--- config.mk ---
export PLATFORM = sky130hd
export DESIGN_NAME = bpmc_core
export DESIGN_NICKNAME = d
export VERILOG_FILES = /design/src/rtl/bpmc_pkg.sv /design/src/rtl/bpmc_core.sv
export SDC_FILE = /design/constraint.sdc
export NUM_CORES = 1
export LEC_CHECK = 0
export BUFFER_PORTS_ARGS = -buffer_cell sky130_fd_sc_hd__buf_2
export CORE_MARGIN = 2
export CORE_UTILIZATION = 58
export CTS_BUF_LIST = sky130_fd_sc_hd__clkbuf_4 sky130_fd_sc_hd__clkbuf_8
export DETAILED_ROUTE_END_ITERATION = 16
export GPL_TIMING_DRIVEN = 0
export MAX_ROUTING_LAYER = met4
export PLACE_DENSITY = 0.78
export SYNTH_ARGS = -nofsm -noshare
export SYNTH_HDL_FRONTEND = slang
export SYNTH_SLANG_ARGS = --single-unit
--- constraint.sdc ---
create_clock -name clk_i -period 9.4 [get_ports clk_i]
set_clock_uncertainty 0.15 [all_clocks]
set_input_delay 0.47 -clock clk_i [delete_from_list [all_inputs] [get_ports clk_i]]
set_output_delay 0.47 -clock clk_i [all_outputs]
set_load 0.02 [all_outputs]
--- src/rtl/bpmc_pkg.sv ---
`timescale 1ns / 1ps

package bpmc_pkg;

  // Field widths of the item, the result and the registers.
  localparam int ACTION_W   = 2;
  localparam int PCT_W      = 7;
  localparam int TOTAL_W    = 20;
  localparam int SPR_W      = 11;
  localparam int TOL_W      = 8;
  localparam int STOP_W     = 8;
  localparam int SPEED_W    = 23;
  localparam int TGT_W      = 21;
  localparam int RUNSEC_W   = 8;
  localparam int REASON_W   = 3;
  localparam int CFG_IDX_W  = 3;
  localparam int CFG_DATA_W = 23;

  localparam int POSITION_WIDTH_DEFAULT      = 24;
  localparam int TOLERANCE_FRAC_BITS_DEFAULT = 8;

  localparam int PCT_FULL    = 100;
  localparam int STALL_GRACE = 1;

  // The request target floor(pct * total / 100) is formed as
  // (pct * scaled) >> TGT_SHIFT with scaled = ceil(total * 2^TGT_SHIFT / 100).
  // With 2^TGT_SHIFT >= 100 * 100 the result is exact for pct up to 100.
  localparam int TGT_SHIFT    = 14;
  localparam int SCALED_W     = 28;
  localparam int TGT_WHOLE    = (2 ** TGT_SHIFT) / PCT_FULL;
  localparam int TGT_FRAC_NUM = (2 ** TGT_SHIFT) % PCT_FULL;

  // ceil(total * TGT_FRAC_NUM / 100) = floor((total * TGT_FRAC_NUM + 99) / 100),
  // the numerator stays below 2^27 and the division is a reciprocal multiply.
  localparam int FRAC_W      = 27;
  localparam int RECIP_W     = 28;
  localparam int RECIP_SHIFT = 34;
  localparam logic [RECIP_W-1:0] RECIP_PCT =
      RECIP_W'(((64'd1 << RECIP_SHIFT) + 64'(PCT_FULL) - 64'd1) / 64'(PCT_FULL));

  localparam logic [TOTAL_W-1:0] TOTAL_RESET = '0;
  localparam logic [SPR_W-1:0]   SPR_RESET   = SPR_W'(64);
  localparam logic [TOL_W-1:0]   TOL_RESET   = TOL_W'(13);
  localparam logic [STOP_W-1:0]  STOP_RESET  = STOP_W'(60);
  localparam logic [SPEED_W-1:0] SPEED_RESET = SPEED_W'(20000);

  typedef enum logic [ACTION_W-1:0] {
    ACT_TICK    = 2'd0,
    ACT_INDEX   = 2'd1,
    ACT_REQUEST = 2'd2,
    ACT_CANCEL  = 2'd3
  } action_e;

  typedef enum logic [REASON_W-1:0] {
    RSN_NONE    = 3'd0,
    RSN_STALL   = 3'd1,
    RSN_REACHED = 3'd2,
    RSN_TIMEOUT = 3'd3,
    RSN_CANCEL  = 3'd4
  } reason_e;

  typedef enum logic [CFG_IDX_W-1:0] {
    CFG_TOTAL     = 3'd0,
    CFG_SPR       = 3'd1,
    CFG_TOLERANCE = 3'd2,
    CFG_STOP_TIME = 3'd3,
    CFG_INVERT    = 3'd4,
    CFG_MAX_SPEED = 3'd5
  } cfg_idx_e;

  typedef struct packed {
    logic [TOTAL_W-1:0]  total;
    logic [SCALED_W-1:0] total_scaled;
    logic [SPR_W-1:0]    steps_per_rot;
    logic [TOL_W-1:0]    tolerance;
    logic [STOP_W-1:0]   stop_time;
    logic                invert;
    logic [SPEED_W-1:0]  max_speed;
  } cfg_t;

  typedef struct packed {
    logic    accepted;
    logic    busy;
    logic    shaft_dir;
    reason_e reason;
  } status_t;

endpackage

--- src/rtl/bpmc_core.sv ---
`timescale 1ns / 1ps

module bpmc_core import bpmc_pkg::*; #(
  parameter int POSITION_WIDTH      = POSITION_WIDTH_DEFAULT,
  parameter int TOLERANCE_FRAC_BITS = TOLERANCE_FRAC_BITS_DEFAULT
) (
  input  logic                             clk_i,
  input  logic                             rst_ni,
  input  logic                             step_i,
  input  logic [ACTION_W-1:0]              action_i,
  input  logic [PCT_W-1:0]                 pct_i,
  input  logic                             second_i,
  input  logic                             stall_i,
  input  cfg_t                             cfg_i,
  output status_t                          status_o,
  output logic [SPEED_W-1:0]               velocity_o,
  output logic signed [POSITION_WIDTH-1:0] position_o
);

  localparam int PW  = POSITION_WIDTH;
  localparam int FB  = TOLERANCE_FRAC_BITS;
  localparam int PXW = ((PW > TGT_W) ? PW : TGT_W) + 1;
  localparam int TTW = TGT_W + TOL_W;
  localparam int CW  = (((TGT_W + FB) > TTW) ? (TGT_W + FB) : TTW) + 2;
  localparam logic signed [PW-1:0] POS_MAX = {1'b0, {(PW-1){1'b1}}};
  localparam logic signed [PW-1:0] POS_MIN = {1'b1, {(PW-1){1'b0}}};

  logic signed [PW-1:0]  pos_q, pos_d;
  logic [TGT_W-1:0]      tgt_q, tgt_d;
  logic                  up_q, up_d;
  logic                  trav_q, trav_d;
  logic                  run_q, run_d;
  logic                  pend_q, pend_d;
  logic [RUNSEC_W-1:0]   secs_q, secs_d;

  // Common signed views for position and target comparisons.
  logic signed [PXW-1:0] pos_x, total_x, tgt_x;
  logic signed [PW-1:0]  pos_c;

  // Arrival window, scaled by 2^TOLERANCE_FRAC_BITS.
  logic signed [CW-1:0]  pos_cx, p_s, tgt_s, tt_s, hi_s, lo_s;
  logic [TTW-1:0]        tt;
  logic                  in_window, over, reached;
  logic [RUNSEC_W-1:0]   secs_inc;
  reason_e               reason_tick;

  logic signed [PW:0]    step_x, pos_w, pos_sum;
  logic signed [PW-1:0]  pos_idx;

  logic [PCT_W-1:0]              pct_sat;
  logic [PCT_W+SCALED_W-1:0]     tgt_prod;
  logic [TGT_W-1:0]              tgt_req;
  logic signed [PXW-1:0]         tgt_req_x;

  logic    accepted;
  reason_e reason;

  assign pos_x   = PXW'(pos_q);
  assign total_x = $signed({{(PXW-TOTAL_W){1'b0}}, cfg_i.total});
  assign tgt_x   = $signed({{(PXW-TGT_W){1'b0}}, tgt_q});

  // A running motor keeps its position inside 0..total.
  always_comb begin
    if (pos_x < 0) begin
      pos_c = '0;
    end else if (pos_x > total_x) begin
      pos_c = PW'(total_x);
    end else begin
      pos_c = pos_q;
    end
  end

  assign pos_cx = CW'(pos_c);
  assign p_s    = pos_cx <<< FB;
  assign tt     = TTW'(cfg_i.tolerance) * TTW'(tgt_q);
  assign tgt_s  = $signed({{(CW-TGT_W){1'b0}}, tgt_q}) <<< FB;
  assign tt_s   = $signed({{(CW-TTW){1'b0}}, tt});
  assign hi_s   = tgt_s + tt_s;
  assign lo_s   = tgt_s - tt_s;
  assign in_window = (p_s < hi_s) && (p_s > lo_s);
  assign over   = up_q ? (p_s > hi_s) : (p_s < lo_s);
  assign reached = !trav_q && (in_window || over);

  assign secs_inc = (second_i && (secs_q != '1)) ? secs_q + RUNSEC_W'(1) : secs_q;

  always_comb begin
    if ((secs_inc > RUNSEC_W'(STALL_GRACE)) && stall_i) begin
      reason_tick = RSN_STALL;
    end else if (reached) begin
      reason_tick = RSN_REACHED;
    end else if (secs_inc > cfg_i.stop_time) begin
      reason_tick = RSN_TIMEOUT;
    end else if (pend_q) begin
      reason_tick = RSN_CANCEL;
    end else begin
      reason_tick = RSN_NONE;
    end
  end

  // Index pulse: one rotation in the travel direction, saturating.
  assign step_x  = $signed({{(PW+1-SPR_W){1'b0}}, cfg_i.steps_per_rot});
  assign pos_w   = (PW+1)'(pos_q);
  assign pos_sum = up_q ? (pos_w + step_x) : (pos_w - step_x);
  always_comb begin
    if (pos_sum[PW] != pos_sum[PW-1]) begin
      pos_idx = pos_sum[PW] ? POS_MIN : POS_MAX;
    end else begin
      pos_idx = pos_sum[PW-1:0];
    end
  end

  // Motion request target.
  assign pct_sat   = (pct_i > PCT_W'(PCT_FULL)) ? PCT_W'(PCT_FULL) : pct_i;
  assign tgt_prod  = (PCT_W+SCALED_W)'(pct_sat) * (PCT_W+SCALED_W)'(cfg_i.total_scaled);
  assign tgt_req   = tgt_prod[TGT_SHIFT +: TGT_W];
  assign tgt_req_x = $signed({{(PXW-TGT_W){1'b0}}, tgt_req});

  always_comb begin
    pos_d    = pos_q;
    tgt_d    = tgt_q;
    up_d     = up_q;
    trav_d   = trav_q;
    run_d    = run_q;
    pend_d   = pend_q;
    secs_d   = secs_q;
    accepted = 1'b0;
    reason   = RSN_NONE;
    case (action_e'(action_i))
      ACT_TICK: begin
        if (run_q) begin
          secs_d = secs_inc;
          pos_d  = pos_c;
          reason = reason_tick;
          if (reason_tick != RSN_NONE) begin
            run_d  = 1'b0;
            tgt_d  = pos_cx[TGT_W-1:0];
            pend_d = 1'b0;
            trav_d = 1'b0;
          end
        end else if ((tgt_x != pos_x) || trav_q) begin
          // A stop leaves target equal to position, so only a motor that
          // was already idle can start here.
          run_d  = 1'b1;
          secs_d = '0;
        end
      end
      ACT_INDEX: begin
        pos_d = pos_idx;
      end
      ACT_REQUEST: begin
        if (!run_q) begin
          tgt_d    = tgt_req;
          trav_d   = (pct_sat == PCT_W'(PCT_FULL)) || (pct_sat == '0);
          up_d     = trav_d ? (pct_sat == PCT_W'(PCT_FULL)) : (tgt_req_x > pos_x);
          accepted = 1'b1;
        end
      end
      ACT_CANCEL: begin
        pend_d = run_q;
      end
      default: ;
    endcase
  end

  always_ff @(posedge clk_i or negedge rst_ni) begin
    if (!rst_ni) begin
      pos_q  <= '0;
      tgt_q  <= '0;
      up_q   <= 1'b0;
      trav_q <= 1'b0;
      run_q  <= 1'b0;
      pend_q <= 1'b0;
      secs_q <= '0;
    end else if (step_i) begin
      pos_q  <= pos_d;
      tgt_q  <= tgt_d;
      up_q   <= up_d;
      trav_q <= trav_d;
      run_q  <= run_d;
      pend_q <= pend_d;
      secs_q <= secs_d;
    end
  end

  assign status_o.accepted  = accepted;
  assign status_o.busy      = run_d;
  assign status_o.shaft_dir = run_d & (up_d ^ cfg_i.invert);
  assign status_o.reason    = reason;
  assign velocity_o         = run_d ? cfg_i.max_speed : '0;
  assign position_o         = pos_d;

endmodule

==> impl_metrics.prom <==
# TYPE chip_impl_metric gauge
chip_impl_metric{name="grt_max_degree",unit=""} 58
chip_impl_metric{name="dpl.hpwl",unit="mm"} 53.11
chip_impl_metric{name="fp.coreArea",unit="um2"} 35480
chip_impl_metric{name="place.port_buffers",unit=""} 165
chip_impl_info{name="run_status",value="complete, but fails checks"} 1
chip_impl_metric{name="die_footprint",unit="um2"} 37540
chip_impl_metric{name="mapped_avg_cell_area",unit="um2"} 7.952
chip_impl_metric{name="hold_slack_final",unit="ps"} 47.12
chip_impl_metric{name="global_route.usage.total",unit="%"} 35.78
chip_impl_metric{name="maxSlewViolCount",unit=""} 0
chip_impl_metric{name="crit_required",unit="ps"} 8780
chip_impl_metric{name="io_pins",unit=""} 166
chip_impl_metric{name="final_layout_size_suffix_gt1_share",unit="%"} 18.22
chip_impl_metric{name="syn2layout_area_growth",unit="%"} 17.18
chip_impl_metric{name="drv.max_cap_violation_count",unit=""} 0
chip_impl_metric{name="ys.warnings.count",unit=""} 0
chip_impl_metric{name="finalCritPeriodShare",unit="%"} 110.9
chip_impl_metric{name="first_global_vias",unit=""} 20510
chip_impl_metric{name="dieHeight",unit="um"} 193.7
chip_impl_metric{name="setup_viol_count_final",unit=""} 51
chip_impl_metric{name="initial_utilization",unit="%"} 58.85
chip_impl_metric{name="rows",unit=""} 69
chip_impl_metric{name="number_of_enable_type_register_cells_in_the_synthesized_netlist",unit=""} 0
chip_impl_metric{name="avgViaCountPerCell",unit=""} 6.025
chip_impl_metric{name="routed_wl",unit="mm"} 66.52
chip_impl_metric{name="synthArstFlopShare",unit="%"} 100.0
chip_impl_metric{name="num_vias",unit=""} 20140
chip_impl_info{name="timing.critical_path.from_type",value="flip-flop"} 1
chip_impl_metric{name="place.gp.congestion",unit=""} 0.9791
chip_impl_metric{name="drt_iter0_drc",unit=""} 1517
chip_impl_metric{name="synth.yosys.seq_area_share",unit="%"} 6.831
chip_impl_info{name="root_buffer",value="sky130_fd_sc_hd__clkbuf_8"} 1
chip_impl_metric{name="detail_route.first_pass.iterations",unit=""} 6
chip_impl_metric{name="cp_data_arrival_time",unit="ps"} 9800
chip_impl_metric{name="htree_num_levels",unit=""} 3
chip_impl_metric{name="holdBufCountCts",unit=""} 0
chip_impl_metric{name="grt_first_pass_wirelength",unit="mm"} 105.7
chip_impl_metric{name="maximum_buffer_depth_of_the_clock_tree",unit=""} 2
chip_impl_metric{name="final_nets",unit=""} 3501
chip_impl_metric{name="tightestPinTransition",unit="ps"} 1301
chip_impl_metric{name="final_hold_viol_count",unit=""} 0
chip_impl_info{name="hold_class",value="input port to async pin"} 1
chip_impl_metric{name="route.detailed.wl_per_inst",unit="um"} 19.90
chip_impl_info{name="rsz0062_at_grt",value="true"} 1
chip_impl_metric{name="floorplan.die.width",unit="um"} 193.7
chip_impl_metric{name="detail-route-antenna-nets",unit=""} 0
chip_impl_metric{name="crit_buf_inv",unit=""} 6
chip_impl_info{name="critical_path.slowest_cell",value="sky130_fd_sc_hd__fa_1"} 1
chip_impl_metric{name="antenna_found_initial",unit=""} 0
chip_impl_metric{name="finalWorstSetupSlack",unit="ps"} -1020
chip_impl_metric{name="post_synth_inst_count",unit=""} 2626
chip_impl_metric{name="gr-total-overflow",unit=""} 0
chip_impl_metric{name="drc",unit=""} 0
chip_impl_metric{name="clk_transition_reported_paths",unit="ps"} 70
chip_impl_metric{name="crit_path_max_fanout",unit=""} 6
chip_impl_info{name="critPathKind",value="flip-flop to primary output"} 1
chip_impl_metric{name="num_antenna_cells",unit=""} 0
chip_impl_metric{name="worstSkewPairLatency",unit="ps"} 360
chip_impl_metric{name="period_minus_slack",unit="ps"} 10420
chip_impl_info{name="synthTopCellsByArea",value="sky130_fd_sc_hd__fa_1 (23%), sky130_fd_sc_hd__ha_1 (16%), sky130_fd_sc_hd__dfrtp_1 (6.8%), sky130_fd_sc_hd__inv_1 (6.8%), sky130_fd_sc_hd__nand2_1 (6.4%)"} 1
chip_impl_metric{name="netlist_area",unit="um2"} 20880
chip_impl_info{name="synth_top_flop_cell",value="sky130_fd_sc_hd__dfrtp_1"} 1
chip_impl_metric{name="fmaxAchievable",unit="GHz"} 0.09597
chip_impl_info{name="cts_tree",value="built"} 1
chip_impl_info{name="violated_checks",value="setup timing"} 1
chip_impl_metric{name="cts_inserted_buffers",unit=""} 9
chip_impl_metric{name="yosys.cell_types.count",unit=""} 85
chip_impl_metric{name="ys_ff_latch",unit=""} 57
chip_impl_metric{name="slowest_delay",unit="ps"} 560
chip_impl_metric{name="synthDominantCellAreaShare",unit="%"} 23.39
chip_impl_metric{name="slew_headroom",unit="%"} 12.12
chip_impl_info{name="endpoint_kind",value="primary output"} 1
chip_impl_metric{name="postLayoutCoreUtil",unit="%"} 68.96
chip_impl_info{name="netlist.top_cell.by_area",value="sky130_fd_sc_hd__fa_1"} 1
chip_impl_info{name="worst_path_most_repeated_cell",value="sky130_fd_sc_hd__fa_1"} 1
chip_impl_info{name="worst_path_dominant_cell_family",value="adder cells"} 1
chip_impl_metric{name="clock_sink_count",unit=""} 57
[layout by cell type (no fill, tap or decap), types with 14 or more instances in the layout]
master                     count
sky130_fd_sc_hd__o221ai_1     38
sky130_fd_sc_hd__or3_1        19
sky130_fd_sc_hd__o21bai_1     15
sky130_fd_sc_hd__ha_1        247
sky130_fd_sc_hd__xor2_1       56
sky130_fd_sc_hd__a31oi_1      26
sky130_fd_sc_hd__nand2_1     350
sky130_fd_sc_hd__and2_1      126
sky130_fd_sc_hd__nor2_1       74
sky130_fd_sc_hd__and3_1       44
sky130_fd_sc_hd__a21oi_1     146
sky130_fd_sc_hd__buf_2       142
sky130_fd_sc_hd__a211oi_1     14
sky130_fd_sc_hd__nand4_1      20
sky130_fd_sc_hd__fa_1        239
sky130_fd_sc_hd__clkbuf_8     19
sky130_fd_sc_hd__buf_6        37
sky130_fd_sc_hd__nor3_1       34
sky130_fd_sc_hd__and2_4       35
sky130_fd_sc_hd__nand2b_1     23
sky130_fd_sc_hd__dfrtp_1      54
sky130_fd_sc_hd__o21a_1       21
sky130_fd_sc_hd__or2_2        20
sky130_fd_sc_hd__nand3_1      29
sky130_fd_sc_hd__a21o_1       53
sky130_fd_sc_hd__o21ai_0      67
sky130_fd_sc_hd__buf_4        67
sky130_fd_sc_hd__a21oi_2      32
sky130_fd_sc_hd__clkbuf_1     67
sky130_fd_sc_hd__inv_1       373
sky130_fd_sc_hd__nor2b_1      21
sky130_fd_sc_hd__xnor2_1      78
[metrics by stage]
| stage | setup slack, ps | TNS, ps | instance area (um2) | cells |
|---|---|---|---|---|
| final | -1020 | -32880 | 24470 | 3342 |
| after global routing | -1286 | -45970 | 24470 | 3342 |
| after CTS | -879.9 | -25550 | 23830 | 3320 |
| after detailed placement | -1968 | -80390 | 22570 | 3256 |
| after global placement | -1965 | -70450 | 22570 | 3256 |
| after floorplan | -17.32 | -331.2 | 21170 | 2630 |
[per-layer routing]
metal,global-route usage (%),up-vias,share of wire [%]
met2,58.23,859,48
met4,12.98,0,3.8
met3,5.323,172,7.8
met5,-,-,0
met1,45.39,9866,40
li1,-,9240,-
[cell usage after synthesis (all sizes together), types with 9 or more instances]
master and n:
xor2 59, o21bai 16, dfrtp 57, clkbuf 102, a21boi 9, buf 17
ha 267, or2 22, inv 379, and3 46, a31oi 30, o21ai 85
nand2 355, nor2b 22, o221ai 40, o211ai 9, a21oi 182, nand4 20
xnor2 82, and2 161, a21o 53, o21a 21, nor2 81, nor3 41
or3 24, nand3 33, fa 244, nand2b 24, a211oi 17
[final timing paths]
| check | startpoint | to | slack [ps] | cells after the start |
|---|---|---|---|---|
| worst max-delay path | tgt_q[1]$_DFFE_PN0P_ | velocity_o[19] | -1020 | 37 |
| worst min-delay path | rst_ni | secs_q[3]$_DFFE_PN0P_ | 50 | 1 |
| worst max register to register | tgt_q[1]$_DFFE_PN0P_ | tgt_q[20]$_DFFE_PN0P_ | -350 | 39 |
| worst min register to register | secs_q[1]$_DFFE_PN0P_ | secs_q[1]$_DFFE_PN0P_ | 420 | 2 |
| max in group asynchronous | rst_ni | tgt_q[11]$_DFFE_PN0P_ | 8500 | 1 |
| min in group clk_i | action_i[0] | pend_q$_DFFE_PN0P_ | 350 | 3 |
[logic make-up (layout without fill, tap and decap cells)]
family,count (synthesis),count (layout),share of synthesized area (%)
adder cells (fa/ha/maj),512,512,39.44
AO/OA/AOI/OAI,540,541,17.34
multiplexers,12,12,0.6172
AND/OR/NAND/NOR,863,863,20.67
flip-flops,57,57,6.831
XOR/XNOR,141,141,5.914
buffers and inverters,500,750,9.174
other,1,5,0.01796
[worst reg2reg max path: cells and delay by family, from the launching register on]
kind	cells	cell delay, ps
adder cells (fa/ha/maj)	7	2890
AND/OR/NAND/NOR	12	2650
AO/OA/AOI/OAI	10	2180
buffers and inverters	8	1020
flip-flops	1	420
XOR/XNOR	2	300
[sequential cells by signal, summed over array words and instances, names as in the netlist]
register and flops:
tgt_q 21, run_q 1, trav_q 1, up_q 1, secs_q 8, pend_q 1
pos_q 24
[repair_timing]
item / CTS / global route
cloned: 3 / 1
setup endpoints to repair: 52 / 52
pin swaps: 47 / 57
gates resized for setup: 173 / 118
buffers inserted: 47 / 26
[cell type report]
type | count | area (um2)
multi-input combinational | 2074 | 18520
fill | 2933 | 11010
timing repair buffer | 238 | 1612
inverter | 381 | 1436
sequential | 57 | 1430
buffer | 116 | 728.2
tap | 461 | 576.8
clock buffer | 11 | 145.1
clock inverter | 4 | 20.02
Power is not shown: default switching activity piles up to over one toggle a cycle in this logic, so the estimate is an artifact.
